==> src/ghal_mem.sv <==
// ============================================================================
// ghal_mem: simple dual-port RAM
// One write port and one read port, read data registered.
// ============================================================================
module ghal_mem #(
    parameter int ADDR_BITS = 8,
    parameter int DATA_BITS = 17
) (
    input  logic                 aclk,
    input  logic                 we,
    input  logic [ADDR_BITS-1:0] waddr,
    input  logic [DATA_BITS-1:0] wdata,
    input  logic                 re,
    input  logic [ADDR_BITS-1:0] raddr,
    output logic [DATA_BITS-1:0] rdata
);

    localparam int DEPTH = 1 << ADDR_BITS;

    logic [DATA_BITS-1:0] mem [DEPTH];
    logic [DATA_BITS-1:0] rdata_reg;

    // write port
    always_ff @(posedge aclk) begin
        if (we) begin
            mem[waddr] <= wdata;
        end
    end

    // registered read port
    always_ff @(posedge aclk) begin
        if (re) begin
            rdata_reg <= mem[raddr];
        end
    end

    assign rdata = rdata_reg;

endmodule

==> config.mk <==
export PLATFORM = sky130hd
export DESIGN_NAME = ghal_mem
export DESIGN_NICKNAME = d
export VERILOG_FILES = /design/src/ghal_mem.sv
export SDC_FILE = /design/constraint.sdc
export NUM_CORES = 2
export LEC_CHECK = 0
export BUFFER_PORTS_ARGS = -buffer_cell sky130_fd_sc_hd__buf_2
export CORE_UTILIZATION = 50
export CTS_CLUSTER_DIAMETER = 50
export DETAILED_ROUTE_END_ITERATION = 8
export GPL_TIMING_DRIVEN = 1
export PLACE_DENSITY_LB_ADDON = 0.25
export RECOVER_POWER = 100
export SYNTH_ARGS = -nofsm -noshare
export SYNTH_HDL_FRONTEND = slang
export SYNTH_MEMORY_MAX_BITS = 65536
export SYNTH_SLANG_ARGS = --single-unit
export TNS_END_PERCENT = 10
==> constraint.sdc <==
create_clock -name aclk -period 9.8 [get_ports aclk]
set_clock_uncertainty 0.05 [all_clocks]
set_input_delay 2.45 -clock aclk [delete_from_list [all_inputs] [get_ports aclk]]
set_output_delay 2.45 -clock aclk [all_outputs]
set_load 0.02 [all_outputs]
---- After elaboration in Yosys (flattened, before gate mapping) ----
Memory sizes are Yosys's and may differ from the RTL's. A register that Yosys moved wholly into a read port is not among the register bits.
Cells that the tools add are included.
cells by class
  multiplexer cells ....................... 2
operators by type and width
  operator          count
  2-to-1 mux 1 bit  2
word-level totals
  register bits after elaboration ......... 0
  memory bits (writable) .................. 4,352
  memories ................................ 1
memories
  name  depth  width  read ports  clocked after memory_dff  wr ports  line  text
  mem   256    17     1           1                         1         20    logic [DATA_BITS-1:0] mem [DEPTH];

---- Logic depth before layout (Yosys ltp) ----
  depth after elaboration ................. 2
  depth in mapped cells ................... 13

---- Worst setup path after synthesis ----
OpenSTA, ideal clock, no wires.
  kind .................................... input to register
  start ................................... in raddr[0]
  end ..................................... reg rdata_reg[13] (netlist: rdata[13]) (read register of mem) (data pin)
  setup time .............................. 256 ps
  arrival time ............................ 4,502 ps
  data required time ...................... 9,494 ps
  setup slack ............................. 4,992 ps
  stages .................................. 9
  buffers on the path ..................... 4
  path through ............................ buf_6 buf_12 buf_12 buf_2 mux4_2 mux4_2 a22oi_1 nand3_1 and4_1
RTL lines
  item             line  text
  start, declared  14    input logic [ADDR_BITS-1:0] raddr,
  end, declared    21    logic [DATA_BITS-1:0] rdata_reg;

---- Final worst setup path ----
  start ................................... in wdata[9]
  end ..................................... mem mem[251][9] (data pin)
RTL lines
  item             line  text
  start, declared  12    input logic [DATA_BITS-1:0] wdata,
  end, declared    20
Straight into the memory's write port.

==> results.py <==
metrics = {
    "critical_path": {
        "cp_slowest_cell": "clkbuf_1",
        "path_max_fanout": 96,
        "slowest_delay_ns": 3.44,
        "end_kind": "register",
        "crit_arrival_ns": 8.34,
        "path_class": "input port to register",
        "critical_path_buf_inv_count": 2,
        "path_cells": "clkbuf_1, clkbuf_2",
        "crit_family": "buffers and inverters",
        "start_kind": "input port",
        "cp-startpoint": "wdata[9]",
        "rr_startpoint": "mem[28][12]",
        "critical_path_required_ns": 10.20,
    },
    "status": {
        "outcome": "finished with violations",
        "violations": "max-capacitance violations, max-slew violations",
    },
    "detailed_routing": {
        "num_vias": 85280,
        "firstDrtPassIters": 6,
        "viasPerCell": 6.493,
        "route.detailed.drc": 0,
        "drtAntennaViolNets": 0,
        "initialDrtViolationCount": 12720,
        "wire_per_inst_microns": 35.25,
        "postRouteWirelength_mm": 463.0,
    },
    "global_route": {
        "grt_pass1_wl_mm": 645.6,
        "grt_use_met3_pct": 6.434,
        "grt-busiest-layer": "met2",
        "use_met2_pct": 40.80,
        "grtUsageMet1_pct": 39.23,
        "grtUsageTotal_pct": 26.90,
        "antenna_found_initial": 50,
        "grt_max_degree": 177,
        "grt_pass1_vias": 83180,
        "overflow": 0,
    },
    "floorplanning": {
        "fp-row-count": 213,
        "io_pins": 53,
        "start_util_pct": 50.35,
        "die_width_microns": 584.9,
        "core_region_area_sq_um": 337400,
        "die-area_sq_um": 342100,
        "die_y_microns": 584.9,
    },
    "sta": {
        "grt_setup_unrepaired": "no",
        "worstMarginPinSlew_ns": 6.023,
        "setup-violations-final": 0,
        "hold_viol": 0,
        "slew-limit-headroom_pct": -301.6,
        "fin_crit_ns": 7.941,
        "tns_ns": 0,
        "fin_crit_sh_pct": 81.03,
        "fmax_ghz": 0.1259,
        "slew_violations": 4404,
    },
    "placement": {
        "port-buffer-count": 52,
        "dp.final_hpwl_mm": 270.2,
        "post_dp_cell_area_sq_um": 176000,
        "routabilityCongestion": 0.8987,
    },
    "synth": {
        "synth_cell_types": 73,
        "syn_avg_cell_area_sq_um": 21.79,
        "synth_area_sq_um": 169900,
        "synth-main-ff-cell": "edfxtp_1",
        "synth_edf_count": 4369,
        "async_reset_ff_share_pct": 0,
        "synthesis.nets": 7833,
        "synth_cells": 7797,
        "ys_ff_latch": 4369,
        "ys_seq_area_share_pct": 77.23,
        "ys.warnings.count": 0,
    },
    "clocking": {
        "cts.clk_slew.worst_paths_ns": 0.06,
        "post_cts_buffers": 0,
        "clk_latency_ns": 0.99,
        "htree_levels": 5,
        "tritoncts": "built",
        "max-clock-path-buffers": 4,
        "ctsResizeCount": 0,
        "numCtsBuffers": 448,
        "cts_root_buf": "clkbuf_16",
        "hold_buffers": 0,
        "clock_sinks": 4369,
    },
    "min_path": {
        "min_path_type": "register to register",
        "min_from": "mem[171][13]",
    },
    "power_and_ir_drop": {
        "peakVddDrop_mv": 0.1543,
        "power_leakage_nw": 59.03,
        "cellPowerDensity_nw_per_um2": 208.5,
    },
    "cells_and_area": {
        "regArea_sq_um": 131200,
        "largest_reg_flops": 4352,
        "final_common_cell": "edfxtp_1",
        "drive_gt1_share_pct": 21.13,
        "post-route-util_pct": 56.12,
        "fin_nets": 8246,
        "multi_input_area_sq_um": 35280,
        "area_growth_pct": 11.45,
        "fillers": 24990,
        "mostFrequentLayoutCells": "edfxtp_1 (4369), mux4_2 (897), mux2i_1 (509), clkbuf_16 (457), clkbuf_1 (355)",
        "stdcell_area_sq_um": 189300,
    },
    "job": {
        "cap_violations": 146,
    },
}
worst paths after layout:
check | to | slack (ns) | depth (start not counted)
hold / removal | rdata[13] | 1.13 | 6
hold reg to reg | rdata[13] | 1.13 | 6
setup / recovery | mem[251][9] | 1.86 | 2
setup reg to reg | rdata[12] | 6.01 | 6
cells in the mapped netlist (20+ instances only):
cell type	count	area share (%)
a21oi_1	108	0.32
a22oi_1	33	0.15
buf_1	38	0.084
buf_12	44	0.52
buf_2	95	0.28
buf_4	37	0.16
buf_6	57	0.38
buf_8	30	0.27
clkbuf_1	150	0.33
edfxtp_1	4369	77
mux2_2	20	0.13
mux2i_1	509	3.0
mux4_1	46	0.71
mux4_2	897	12
nand2_1	216	0.48
nand3_1	65	0.19
nand4_1	21	0.077
nor2_1	333	0.74
nor3_1	109	0.32
o21ai_0	42	0.12
o221ai_1	134	0.69
o22ai_1	186	0.68
kinds of logic (layout without fill, tap and decap cells):
family                 after synthesis  in the layout  share of synthesized area, %
AOI/OAI and AO/OA                  649            649                         2.702
buffers and inverters              471           1257                         2.143
DFF                               4369           4369                         77.23
muxes                             1472           1472                         15.74
other                                0             37                             0
and+or+nand+nor                    836            836                         2.188
area by class of cell:
class	instances	share of cell area, %
antenna	37	0.04890
clock buffer	544	6.213
clock inverter	279	1.470
inverter	5	0.01718
multi-input combinational	2957	18.63
sequential	4369	69.29
tap	4515	2.984
timing repair buffer	429	1.339
where the power goes:
part	internal (mW)	leakage (nW)	switching, mW	total (mW)
sequential	20.7	39.3	0.0266	20.7
clock	9.73	7.01	7.14	16.9
combinational	0.603	12.7	1.32	1.92
total	31.0	59.0	8.48	39.5
metal layers:
layer	vias up	part of all wire, %
li1	33920	-
met1	45480	39
met3	751	12
met2	5122	46
met4	16	3.2
met5	-	0.023
tightest hold or removal path: stages (launching register included):
cell and delay (ns):
edfxtp_1 0.32, mux4_2 0.22, nand2_1 0.05, a21oi_1 0.10
o21ai_0 0.12, nand3_1 0.10, and4_1 0.18
stage by stage:
step           worst slack (ns)  power, mW  hold WS (ns)  instances
4_1_cts                   3.391      39.59         1.132      13100
3_5_place_dp              2.334      22.96         1.106      12280
2_1_floorplan             4.992      22.08        0.9367       7797
6_report                  1.859      39.47         1.133      13140
5_1_grt                   1.686      40.38         1.217      13110
3_3_place_gp              2.380      22.93         1.101      12270
No activity file was read; power rests on OpenSTA's default activity.
