$ cat src/ghal_pkg.sv
// ============================================================================
// ghal_pkg: shared types and constants for the handle allocator
// Request/response word formats, table and stack entry layouts, and the
// state-update bundle passed from the decision logic to the top level.
// ============================================================================
package ghal_pkg;

    localparam int ID_BITS  = 8;
    localparam int GEN_BITS = 16;

    localparam logic [ID_BITS-1:0]  INVALID_ID = {ID_BITS{1'b1}};
    localparam logic [ID_BITS-1:0]  ID_ZERO    = {ID_BITS{1'b0}};
    localparam logic [ID_BITS-1:0]  ID_ONE     = {{(ID_BITS-1){1'b0}}, 1'b1};
    localparam logic [GEN_BITS-1:0] GEN_ZERO   = {GEN_BITS{1'b0}};
    localparam logic [GEN_BITS-1:0] GEN_ONE    = {{(GEN_BITS-1){1'b0}}, 1'b1};
    localparam logic [GEN_BITS-1:0] GEN_MAX    = {GEN_BITS{1'b1}};

    typedef enum logic [1:0] {
        OP_ALLOC   = 2'd0,
        OP_RELEASE = 2'd1,
        OP_SUBMIT  = 2'd2,
        OP_REMOVE  = 2'd3
    } op_t;

    typedef enum logic [2:0] {
        ST_GRANTED   = 3'd0,
        ST_FAILED    = 3'd1,
        ST_RELEASED  = 3'd2,
        ST_IGNORED   = 3'd3,
        ST_FORWARDED = 3'd4,
        ST_REJECTED  = 3'd5
    } status_t;

    typedef struct packed {
        op_t                 op;
        logic [ID_BITS-1:0]  slot_id;
        logic [GEN_BITS-1:0] generation;
        logic                source_present;
        logic                format_match;
        logic                acknowledge;
        logic                queue_full;
    } req_t;

    typedef struct packed {
        status_t             status;
        logic [ID_BITS-1:0]  out_slot_id;
        logic [GEN_BITS-1:0] out_generation;
    } resp_t;

    // generation table entry: allocated flag plus current generation
    typedef struct packed {
        logic                allocated;
        logic [GEN_BITS-1:0] generation;
    } tbl_entry_t;

    // free stack entry: freed id plus the generation it will be granted with
    typedef struct packed {
        logic [ID_BITS-1:0]  id;
        logic [GEN_BITS-1:0] generation;
    } stk_entry_t;

    localparam int TBL_BITS = $bits(tbl_entry_t);
    localparam int STK_BITS = $bits(stk_entry_t);

    // state update requested by one request
    typedef struct packed {
        logic               tbl_we;
        logic [ID_BITS-1:0] tbl_addr;
        tbl_entry_t         tbl_data;
        logic               push;
        stk_entry_t         stk_data;
        logic               pop;
        logic               fresh;
    } upd_t;

endpackage

$ cat src/ghal_decide.sv
// ============================================================================
// ghal_decide: per-request decision logic
// Evaluates one request against the looked-up table entry, the stack top and
// the counters; produces the response word and the state update.
// ============================================================================
module ghal_decide (
    input  ghal_pkg::req_t                req,
    input  ghal_pkg::tbl_entry_t          tbl_rd,
    input  ghal_pkg::stk_entry_t          stk_rd,
    input  logic [ghal_pkg::ID_BITS-1:0]  free_count,
    input  logic [ghal_pkg::ID_BITS-1:0]  next_fresh_id,
    output ghal_pkg::resp_t               resp,
    output ghal_pkg::upd_t                upd
);

    logic                          handle_ok;
    logic                          known;
    logic                          live;
    logic [ghal_pkg::GEN_BITS-1:0] bumped_gen;

    // handle checks
    assign handle_ok = (req.slot_id != ghal_pkg::INVALID_ID) &&
                       (req.generation != ghal_pkg::GEN_ZERO);
    assign known     = req.slot_id < next_fresh_id;
    assign live      = known && tbl_rd.allocated && (tbl_rd.generation == req.generation);
    assign bumped_gen = (req.generation == ghal_pkg::GEN_MAX) ? ghal_pkg::GEN_ONE
                                                              : req.generation + ghal_pkg::GEN_ONE;

    // response and update per op
    always_comb begin
        resp.status         = ghal_pkg::ST_IGNORED;
        resp.out_slot_id    = req.slot_id;
        resp.out_generation = req.generation;
        upd                 = '0;
        upd.tbl_addr        = req.slot_id;
        upd.stk_data.id     = req.slot_id;
        upd.stk_data.generation = bumped_gen;

        case (req.op)
            ghal_pkg::OP_ALLOC: begin
                if (free_count != ghal_pkg::ID_ZERO) begin
                    // reuse the most recently freed id
                    upd.pop                 = 1'b1;
                    upd.tbl_we              = 1'b1;
                    upd.tbl_addr            = stk_rd.id;
                    upd.tbl_data.allocated  = 1'b1;
                    upd.tbl_data.generation = stk_rd.generation;
                    resp.status             = ghal_pkg::ST_GRANTED;
                    resp.out_slot_id        = stk_rd.id;
                    resp.out_generation     = stk_rd.generation;
                end else if (next_fresh_id == ghal_pkg::INVALID_ID) begin
                    // fresh ids exhausted
                    resp.status         = ghal_pkg::ST_FAILED;
                    resp.out_slot_id    = ghal_pkg::INVALID_ID;
                    resp.out_generation = ghal_pkg::GEN_ZERO;
                end else begin
                    // never-used id starts at generation 1
                    upd.fresh               = 1'b1;
                    upd.tbl_we              = 1'b1;
                    upd.tbl_addr            = next_fresh_id;
                    upd.tbl_data.allocated  = 1'b1;
                    upd.tbl_data.generation = ghal_pkg::GEN_ONE;
                    resp.status             = ghal_pkg::ST_GRANTED;
                    resp.out_slot_id        = next_fresh_id;
                    resp.out_generation     = ghal_pkg::GEN_ONE;
                end
            end
            ghal_pkg::OP_RELEASE: begin
                if (handle_ok && live && (free_count != ghal_pkg::INVALID_ID)) begin
                    upd.tbl_we              = 1'b1;
                    upd.tbl_data.allocated  = 1'b0;
                    upd.tbl_data.generation = bumped_gen;
                    upd.push                = 1'b1;
                    resp.status             = ghal_pkg::ST_RELEASED;
                end
            end
            ghal_pkg::OP_SUBMIT: begin
                if (!req.source_present || !handle_ok) begin
                    resp.status = ghal_pkg::ST_IGNORED;
                end else if (!live || !req.format_match || req.queue_full) begin
                    resp.status = ghal_pkg::ST_REJECTED;
                end else begin
                    resp.status = ghal_pkg::ST_FORWARDED;
                end
            end
            ghal_pkg::OP_REMOVE: begin
                if (!handle_ok) begin
                    resp.status = ghal_pkg::ST_IGNORED;
                end else if (!live || req.queue_full) begin
                    resp.status = req.acknowledge ? ghal_pkg::ST_REJECTED
                                                  : ghal_pkg::ST_IGNORED;
                end else begin
                    resp.status = ghal_pkg::ST_FORWARDED;
                end
            end
            default: begin
                resp.status = ghal_pkg::ST_IGNORED;
            end
        endcase
    end

endmodule

$ cat config.mk
export PLATFORM = sky130hd
export DESIGN_NAME = ghal_decide
export DESIGN_NICKNAME = d
export VERILOG_FILES = /design/src/ghal_pkg.sv /design/src/ghal_decide.sv
export SDC_FILE = /design/constraint.sdc
export NUM_CORES = 1
export LEC_CHECK = 0
export BUFFER_PORTS_ARGS = -buffer_cell sky130_fd_sc_hd__buf_2
export CELL_PAD_IN_SITES_DETAIL_PLACEMENT = 1
export CELL_PAD_IN_SITES_GLOBAL_PLACEMENT = 1
export CORE_UTILIZATION = 24
export DETAILED_ROUTE_END_ITERATION = 8
export PLACE_DENSITY = 0.94
export SYNTH_ARGS = -nofsm -noshare
export SYNTH_HDL_FRONTEND = slang
export SYNTH_SLANG_ARGS = --single-unit
$ cat constraint.sdc
create_clock -name vclk -period 1.9
set_input_delay 0.095 -clock vclk [all_inputs]
set_output_delay 0.095 -clock vclk [all_outputs]
set_load 0.1 [all_outputs]
Word level (Yosys, flattened, before mapping)
Index checks and enable logic that the tools add are counted.
{ "word_totals": {"reg_bits": 0, "in_bits": 87} }
{ "op_classes": {"addsub": 1, "magnitude_cmp": 1, "eq_ne": 8, "muxes": 23, "n_reduce_logical": 16} }
{ "op_table": {"columns": ["op", "count"], "rows": [
  ["26-bit 2-to-1 mux", 2],
  ["17-bit one-hot mux with 2 select lines", 1],
  ["27-bit 2-to-1 mux", 1],
  ["25-bit 2-to-1 mux", 1],
  ["24-bit 2-to-1 mux", 1],
  ["17-bit 2-to-1 mux", 1],
  ["16-bit by 1-bit adder with 16-bit output, second input constant", 1],
  ["16-bit equality test", 1],
  ["16-bit equality test, second input constant", 1],
  ["16-bit 2-to-1 mux", 1],
  ["8-bit != test, second input constant", 2],
  ["16-bit nonzero test", 1],
  ["3-bit 2-to-1 mux", 4],
  ["3-bit one-hot mux with 4 select lines", 1],
  ["8-bit equality test, second input constant", 1],
  ["8-bit < comparator", 1],
  ["8-bit 2-to-1 mux", 1],
  ["8-bit nonzero test", 1],
  ["1-bit 2-to-1 mux", 7],
  ["1-bit logical AND", 5],
  ["2-bit equality test, second input constant", 2],
  ["1-bit zero test", 4],
  ["1-bit logical OR", 4],
  ["2-bit by 1-bit equality test with 1-bit output, second input constant", 1],
  ["other kinds (3)", 3]
]} }

Longest topological paths before layout
Gate-level depths: netlist of the first run.
{ "depth": {"ltp_word": 9, "depth_mapped": 8, "depth_no_buf": 7} }

Worst setup path after synthesis of the first run
No wires, ideal clock.
{ "synth_timing": {"kind": "input to output", "start": "input req[11] (netlist name)", "end": "output upd[42] (netlist name)", "arrival_time_ns": 4.973, "path_slack_ns": -3.168, "stages": 5, "n_path_buf": 1, "cell_sequence": "buf_2 and4_2 nand4_4 o41ai_1 a22o_1"} }
{ "synth_lines": {"columns": ["item", "line", "source"], "rows": [
  ["from (decl)", "ghal_decide.sv:7", "input ghal_pkg::req_t req,"],
  ["to (decl)", "ghal_decide.sv:13", "output ghal_pkg::upd_t upd"]
]} }

==> results of run 1 <==
==> per-layer routing <==
metal | global-route usage [%] | up-vias | routed length, µm
li1 | - | 1321 | -
met1 | 34.3 | 1525 | 5060
met2 | 70.9 | 253 | 7750
met3 | 5.90 | 81 | 1160
met5 | 0 | - | 0
met4 | 14.1 | 0 | 1070
==> per-stage QoR <==
step                setup WS (ps)  util [%]  setup TNS, ps  area [µm²]  hold slack (ps)
floorplan                    -457         -          -3680        2430              359
global placement             -319      66.1          -3380        4520              577
detailed placement           -327      66.1          -4710        4520              580
CTS                          -167      69.2          -2150        4730              582
global route                 -311      70.9          -4390        4840              599
finish                       -238      70.9          -2720        4840              590
==> worst max-delay path: stages <==
cell and delay (ps):
sky130_fd_sc_hd__buf_12 110, sky130_fd_sc_hd__inv_12 40, sky130_fd_sc_hd__ha_4 190, sky130_fd_sc_hd__a211o_1 290, sky130_fd_sc_hd__a31oi_4 190, sky130_fd_sc_hd__o2111ai_2 160, sky130_fd_sc_hd__or3_4 430, sky130_fd_sc_hd__buf_12 170
sky130_fd_sc_hd__o21ai_4 160, sky130_fd_sc_hd__buf_12 200
==> layout make-up <==
cell class	instances	area, µm²	area share (%)
Antenna cell	1	2.50	0.0517
Timing Repair Buffer	229	2410	49.7
Inverter	14	70.1	1.45
Multi-Input combinational cell	212	2240	46.3
Tap cell	96	120	2.48
==> power groups by stage <==
stage / registers (mW) / logic [mW] / clock network (mW)
final: 0 / 2.00 / 0.0000000709
after global placement: 0 / 1.82 / 0
after floorplan: 0 / 1.18 / 0
after detailed placement: 0 / 1.88 / 0
after global routing: 0 / 2.04 / 0
after CTS: 0 / 1.92 / 0
==> worst paths after layout <==
path,from,to,slack (ps),cells after the start
setup / recovery,next_fresh_id[2],upd[38],-240,10
hold / removal,stk_rd[10],upd[37],590,3
==> cells in the mapped netlist (5+ instances only) <==
master                     number
sky130_fd_sc_hd__nor4_1         9
sky130_fd_sc_hd__a22o_1        17
sky130_fd_sc_hd__o21a_1        14
sky130_fd_sc_hd__xnor2_1       10
sky130_fd_sc_hd__ha_1           9
sky130_fd_sc_hd__clkbuf_1       6
sky130_fd_sc_hd__buf_4         11
sky130_fd_sc_hd__inv_1         14
sky130_fd_sc_hd__o211ai_1       7
sky130_fd_sc_hd__o21ai_0        9
sky130_fd_sc_hd__nand3_1        8
sky130_fd_sc_hd__nand2_1       46
sky130_fd_sc_hd__xor2_1        18
sky130_fd_sc_hd__nor3_1         5
sky130_fd_sc_hd__nor2_1         7
sky130_fd_sc_hd__nand4_1       12
==> logic make-up after synthesis <==
| logic type | share of synthesized area [%] |
|---|---|
| adder cells (fa/ha/maj) | 6.59 |
| buffers and inverters | 13.6 |
| XOR/XNOR | 14.4 |
| AND/OR/NAND/NOR | 35.5 |
| AO/OA/AOI/OAI | 30.0 |
==> what timing repair did <==
action / CTS / global route
setup buffers: 4 / 4
cloned: 1 / 0
pin swaps: 18 / 6
resized for setup: 34 / 27
setup endpoints to repair: 22 / 29
hold buffers: 0 / 0
==> results.txt, run 1 <==
----------------------------------------------------
[Power and ir drop]
  Cell Pwr Density ... 413 nW/µm²
  Clock network fraction of total power ... 0%
  Switch share ... approximately two thirds
  Cell Int Power ... 693 µW
  Max IR drop VDD ... 228 µV
  Switching power total ... 1.31 mW
  Combinational group share of total power ... 100.0%
  Total chip power ... 2.00 mW
  Sequential power share ... 0%
  Leakage power total ... 2.20 nW

[Detailed routing]
  Vias per Instance ... 5.76
  Remaining routing DRC violations ... 0
  Routed WL ... 15,000 µm
  Detailed router's first-iteration violation count ... about 120
  Antenna-violating nets left ... 0
  Detailed-route via count ... 3,180
  Drt first pass iters ... 4
  WL/cell ... 27.2 µm

[Finish]
  Leading cell type in the layout, fill and taps excluded ... sky130_fd_sc_hd__buf_2
  Sequential cells ... 0
  Most frequent cells in the layout ... 93 x sky130_fd_sc_hd__buf_2, 69 x sky130_fd_sc_hd__buf_12, 57 x sky130_fd_sc_hd__buf_4
  Number of inserted filler cells in the final layout ... about 720
  Clock Buffer Count ... 0
  Sequential cell area in the final layout ... 0 µm²
  Layout cell share with drive strength beyond 1 ... 74.7%
  Final cell count without fillers ... 552
  Area growth from synthesis to layout ... 184%
  Nets@finish ... 553

[Synth]
  Number of standard cells after synthesis ... between 200 and 300
  Number of library cell types mapped by synthesis ... slightly above 50
  Largest area contributor in the netlist ... sky130_fd_sc_hd__nand2_1
  Syn Std Cell Area ... 1710 µm²
  Portion of synthesized cell area occupied by the leading cell type ... between 10% and 20%
  Synthesized area per cell ... 6.75 µm²
  Register area share after synthesis ... 0%
  Yosys warning count ... 0
  Nets in the synthesized netlist ... 349
  Dominant cells by area after synthesis ... sky130_fd_sc_hd__nand2_1 10%, sky130_fd_sc_hd__xor2_1 9.2%, sky130_fd_sc_hd__a22o_1 8.7%

[Global routing]
  Number of global-route vias before repair ... between 3,000 and 4,000
  Global-route total usage across every layer ... 34.9%
  First-pass GRT wire length ... ~20,000 µm
  Total gr overflow ... 0
  Largest net degree at the start of global routing ... 27
  Antenna violations before repair ... 0

[Worst setup path]
  Class of the most critical setup path ... input port to output port
  Worst EP required ... 1800 ps
  Element type at the critical path start ... input port
  Crit path arrival time ... 2040 ps
  Worst-path maximum fanout ... 3
  Type of element capturing the critical path ... output port

[STA]
  Ratio of final minimum period to clock period ... 113%
  Final critical path time including I/O delays and setup ... around 2100 ps
  Peak Freq ... 0.468 GHz
  Setup violation total in the final timing report ... 22
  Transition time of the tightest slew-check pin ... 576 ps
  Count of final hold-check violations ... 0
  RSZ-0062 raised after global routing ... true
  Number of pins with negative max-slew slack in the final report ... 0
  Setup slack after layout ... -238 ps
  Slew headroom ... 61.5%

[Floorplan]
  Floorplan core area ... 6830 µm²
  Effective utilization at floorplan ... 25.0%
  Number of I/O pins ... 167
  Std cell rows ... 30
  Die footprint ... approximately 7500 µm²
  Die X-Extent ... 86.4 µm
  Floorplan die height ... about 86 µm

[Run status]
  Result of the run ... complete, but fails checks
  Violations in the final reports ... negative setup slack

[Place]
  Count of buffers inserted at the top-level ports ... 167
  Final GP Congestion ... 0.866
  Total placed cells including tap cells ... between 500 and 600
  Detail Placement HPWL ... 10,100 µm

[Flow run]
  Max Cap Violations ... 0

[Min path]
  Type of the tightest min-delay check ... input port to output port

----------------------------------------------------
Note: power is estimated with default switching activity, not from simulation.
==> run 2: changes to the inputs <==
--- a/config.mk
+++ b/config.mk
@@ -8,6 +8,7 @@
 export BUFFER_PORTS_ARGS = -buffer_cell sky130_fd_sc_hd__buf_2
 export CELL_PAD_IN_SITES_DETAIL_PLACEMENT = 1
 export CELL_PAD_IN_SITES_GLOBAL_PLACEMENT = 1
+export CORE_MARGIN = 5
 export CORE_UTILIZATION = 24
 export DETAILED_ROUTE_END_ITERATION = 8
 export PLACE_DENSITY = 0.94
==> constraint.sdc (replaced) <==
create_clock -name vclk -period 1.9
set_input_delay 0.38 -clock vclk [all_inputs]
set_output_delay 0.38 -clock vclk [all_outputs]
set_load 0.1 [all_outputs]
==> results.txt, run 2 <==
----------------------------------------------------
[Run status]
  Result of the run ... aborted with a tool error
  Stopped at ... 3_5_place_dp
  Error message ... [ERROR DPL-0033] detailed placement checks failed during check placement.

[Floorplan]
  Die X-Extent ... 94.4 µm (+9.3%)
  Floorplan die height ... 94.4 µm (+9.3%)
  Number of I/O pins ... 167 (unchanged)
  Effective utilization at floorplan ... 24.9% (-0.14 points)
  Std cell rows ... 30 (unchanged)

[Synth]
  Number of standard cells after synthesis ... 253 (unchanged)
  Most frequently used cell type in the post-synthesis netlist ... sky130_fd_sc_hd__nand2_1
  Yosys warning count ... 0 (unchanged)
  Number of library cell types mapped by synthesis ... 51 (unchanged)
  Largest area contributor in the netlist ... sky130_fd_sc_hd__nand2_1
  Portion of synthesized cell area occupied by the leading cell type ... 10.1% (unchanged)
  Most frequent cells after synthesis ... 46 x sky130_fd_sc_hd__nand2_1, 18 x sky130_fd_sc_hd__xor2_1, 17 x sky130_fd_sc_hd__a22o_1
  Nets in the synthesized netlist ... 349 (unchanged)
  Syn Std Cell Area ... 1710 µm² (unchanged)
  Synthesized area per cell ... 6.75 µm² (unchanged)
  Dominant cells by area after synthesis ... sky130_fd_sc_hd__nand2_1 10%, sky130_fd_sc_hd__xor2_1 9.2%, sky130_fd_sc_hd__a22o_1 8.7%
  Register area share after synthesis ... 0% (unchanged)

[Place]
  Count of buffers inserted at the top-level ports ... 167 (unchanged)
  Detail Placement HPWL ... 15,600 µm (+54%)
  Final GP Congestion ... 0.912 (+5.3%)

----------------------------------------------------
[run 2: through the flow]
stage / setup slack (ps) / setup TNS (ps) / cell area (µm²) / hold slack [ps]
after global placement: -929 / -29500 / 5340 / 1150
after floorplan: -1030 / -29450 / 2840 / 878
[run 2: cells by family after synthesis]
logic type | count (synthesis) | synth area share (%)
buf+inv | 41 | 13.6
simple gates | 110 | 35.5
compound gates | 65 | 30.0
fa+ha+maj | 9 | 6.59
xor+xnor | 28 | 14.4
==> run 3: changes to the inputs <==
==> config.mk (replaced) <==
export PLATFORM = sky130hd
export DESIGN_NAME = ghal_decide
export DESIGN_NICKNAME = d
export VERILOG_FILES = /design/src/ghal_pkg.sv /design/src/ghal_decide.sv
export SDC_FILE = /design/constraint.sdc
export NUM_CORES = 1
export LEC_CHECK = 0
export BUFFER_PORTS_ARGS = -buffer_cell sky130_fd_sc_hd__buf_2
export CORE_MARGIN = 5
export CORE_UTILIZATION = 25
export DETAILED_ROUTE_END_ITERATION = 8
export PLACE_DENSITY_LB_ADDON = 0.15
export SYNTH_ARGS = -nofsm -noshare
export SYNTH_HDL_FRONTEND = slang
export SYNTH_SLANG_ARGS = --single-unit
==> results.txt, run 3 (same netlist as run 1, synthesis figures left out) <==
----------------------------------------------------
[Global routing]
  Antenna violations before repair ... 0
  Number of global-route vias before repair ... 4,010
  Global-route total usage across every layer ... 35.2%
  First-pass GRT wire length ... 23,500 µm
  Largest net degree at the start of global routing ... 14
  Total gr overflow ... 0

[Finish]
  Sequential cell area in the final layout ... 0 µm²
  Number of inserted filler cells in the final layout ... 115
  Final cell count without fillers ... 618
  Clock Buffer Count ... 0
  Multi-input gate area in the final layout ... 2840 µm²
  Layout cell share with drive strength beyond 1 ... around 86%
  Most frequent cells in the layout ... 85 x sky130_fd_sc_hd__buf_12, 81 x sky130_fd_sc_hd__buf_4, 79 x sky130_fd_sc_hd__buf_2
  Area growth from synthesis to layout ... 280%
  Sequential cells ... 0
  Design Area, Final ... 6500 µm²
  Nets@finish ... about 630
  Leading cell type in the layout, fill and taps excluded ... sky130_fd_sc_hd__buf_12

[STA]
  Final critical path time including I/O delays and setup ... 2790 ps
  RSZ-0062 raised after global routing ... true
  Count of final hold-check violations ... 0
  Setup slack after layout ... -887 ps
  Transition time of the tightest slew-check pin ... 536 ps
  Ratio of final minimum period to clock period ... 147%
  Slew headroom ... 64.0%
  Peak Freq ... 0.359 GHz
  Worst hold-check slack ... ~1200 ps
  Setup violation total in the final timing report ... 71
  Number of pins with negative max-slew slack in the final report ... 0

[Floorplan]
  Floorplan core area ... about 6700 µm²
  Die X-Extent ... 92.7 µm (-1.8%)
  Floorplan die height ... 92.7 µm (-1.8%)
  Die footprint ... 8580 µm²
  Effective utilization at floorplan ... 25.4% (+0.56 points)
  Number of I/O pins ... 167 (unchanged)
  Std cell rows ... 30 (unchanged)

[Detailed routing]
  Drt first pass iters ... 5
  Remaining routing DRC violations ... 0
  Vias per Instance ... 6.15
  Routed WL ... 19,000 µm
  Antenna-violating nets left ... 0
  Detailed router's first-iteration violation count ... 201
  WL/cell ... 30.7 µm
  Detailed-route via count ... 3,799

[Place]
  Detail Placement HPWL ... 9090 µm (-42%)
  Total placed cells including tap cells ... 580
  Count of buffers inserted at the top-level ports ... 167 (unchanged)
  Final GP Congestion ... 0.929 (+1.8%)
  Worst Setup Slack post-DPL ... -994 ps
  Placement-stage cell area ... between 5000 and 6000 µm²

[Worst setup path]
  Worst-path cell with the longest stage delay ... sky130_fd_sc_hd__or3_4
  Source of the critical timing path ... next_fresh_id[5]
  Class of the most critical setup path ... input port to output port
  Crit path arrival time ... around 2400 ps
  Worst EP required ... 1520 ps
  Type of element capturing the critical path ... output port
  Cells traversed along the worst timing path ... buf_2 -> inv_2 -> ha_4 -> a21oi_2 -> o2111a_2 -> o2111ai_4 -> or3_4 -> buf_6 -> o21ai_4 -> buf_12
  Worst-path maximum fanout ... 5
  Element type at the critical path start ... input port
  Highest cell delay on the worst timing path ... ~500 ps

[Power and ir drop]
  Cell Pwr Density ... 370 nW/µm²
  Leakage power total ... roughly 2.9 nW
  Max IR drop VDD ... 297 µV
  Total chip power ... 2.41 mW

[Run status]
  Result of the run ... complete, but fails checks
  Violations in the final reports ... negative setup slack

[Min path]
  Type of the tightest min-delay check ... input port to output port
  Startpoint of the tightest hold check path ... stk_rd[8]

[Flow run]
  Max Cap Violations ... 0

----------------------------------------------------
==> run 3: power breakdown <==
part	switching [mW]	internal (mW)
combinational	1.46	0.944
clock	0	0.000000141
sequential	0	0
==> run 3: metrics by stage <==
stage	setup TNS, ps	util (%)
2_1_floorplan	-29450	-
3_3_place_gp	-28530	80.1
3_5_place_dp	-31780	80.1
4_1_cts	-27280	91.8
5_1_grt	-35820	96.6
6_report	-32870	96.7
==> run 3: repair_timing <==
item,in CTS,in global routing
gates resized for setup,121,56
pin swaps,47,48
gates cloned,3,0
buffers inserted,22,20
endpoints found under the setup margin,72,71
hold buffers,0,0
==> run 3: critical path: cells and delay by family <==
| family | cells | cell delay, ps |
|---|---|---|
| adder cells (fa/ha/maj) | 1 | 220 |
| AND/OR/NAND/NOR | 1 | 500 |
| AO/OA/AOI/OAI | 4 | 720 |
| buffers and inverters | 4 | 580 |
==> run 3: per-layer routing <==
layer  part of all wire (%)  vias up  global-route usage [%]
li1                       -     1484                       -
met1                     32     1798                    36.6
met2                     49      356                    65.1
met3                    8.7      161                    7.15
met4                     10        0                    20.3
met5                      0        -                       0
==> run 3: area by class of cell <==
class                           count  share of cell area (%)
Multi-Input combinational cell    213                    43.7
Inverter                           14                    1.23
Timing Repair Buffer              309                    53.5
Antenna cell                        2                  0.0770
Tap cell                           80                    1.54
==> run 3: final timing paths <==
check / to / slack (ps) / cells past startpoint
setup / recovery: upd[36] / -890 / 10
hold / removal: resp[8] / 1160 / 3
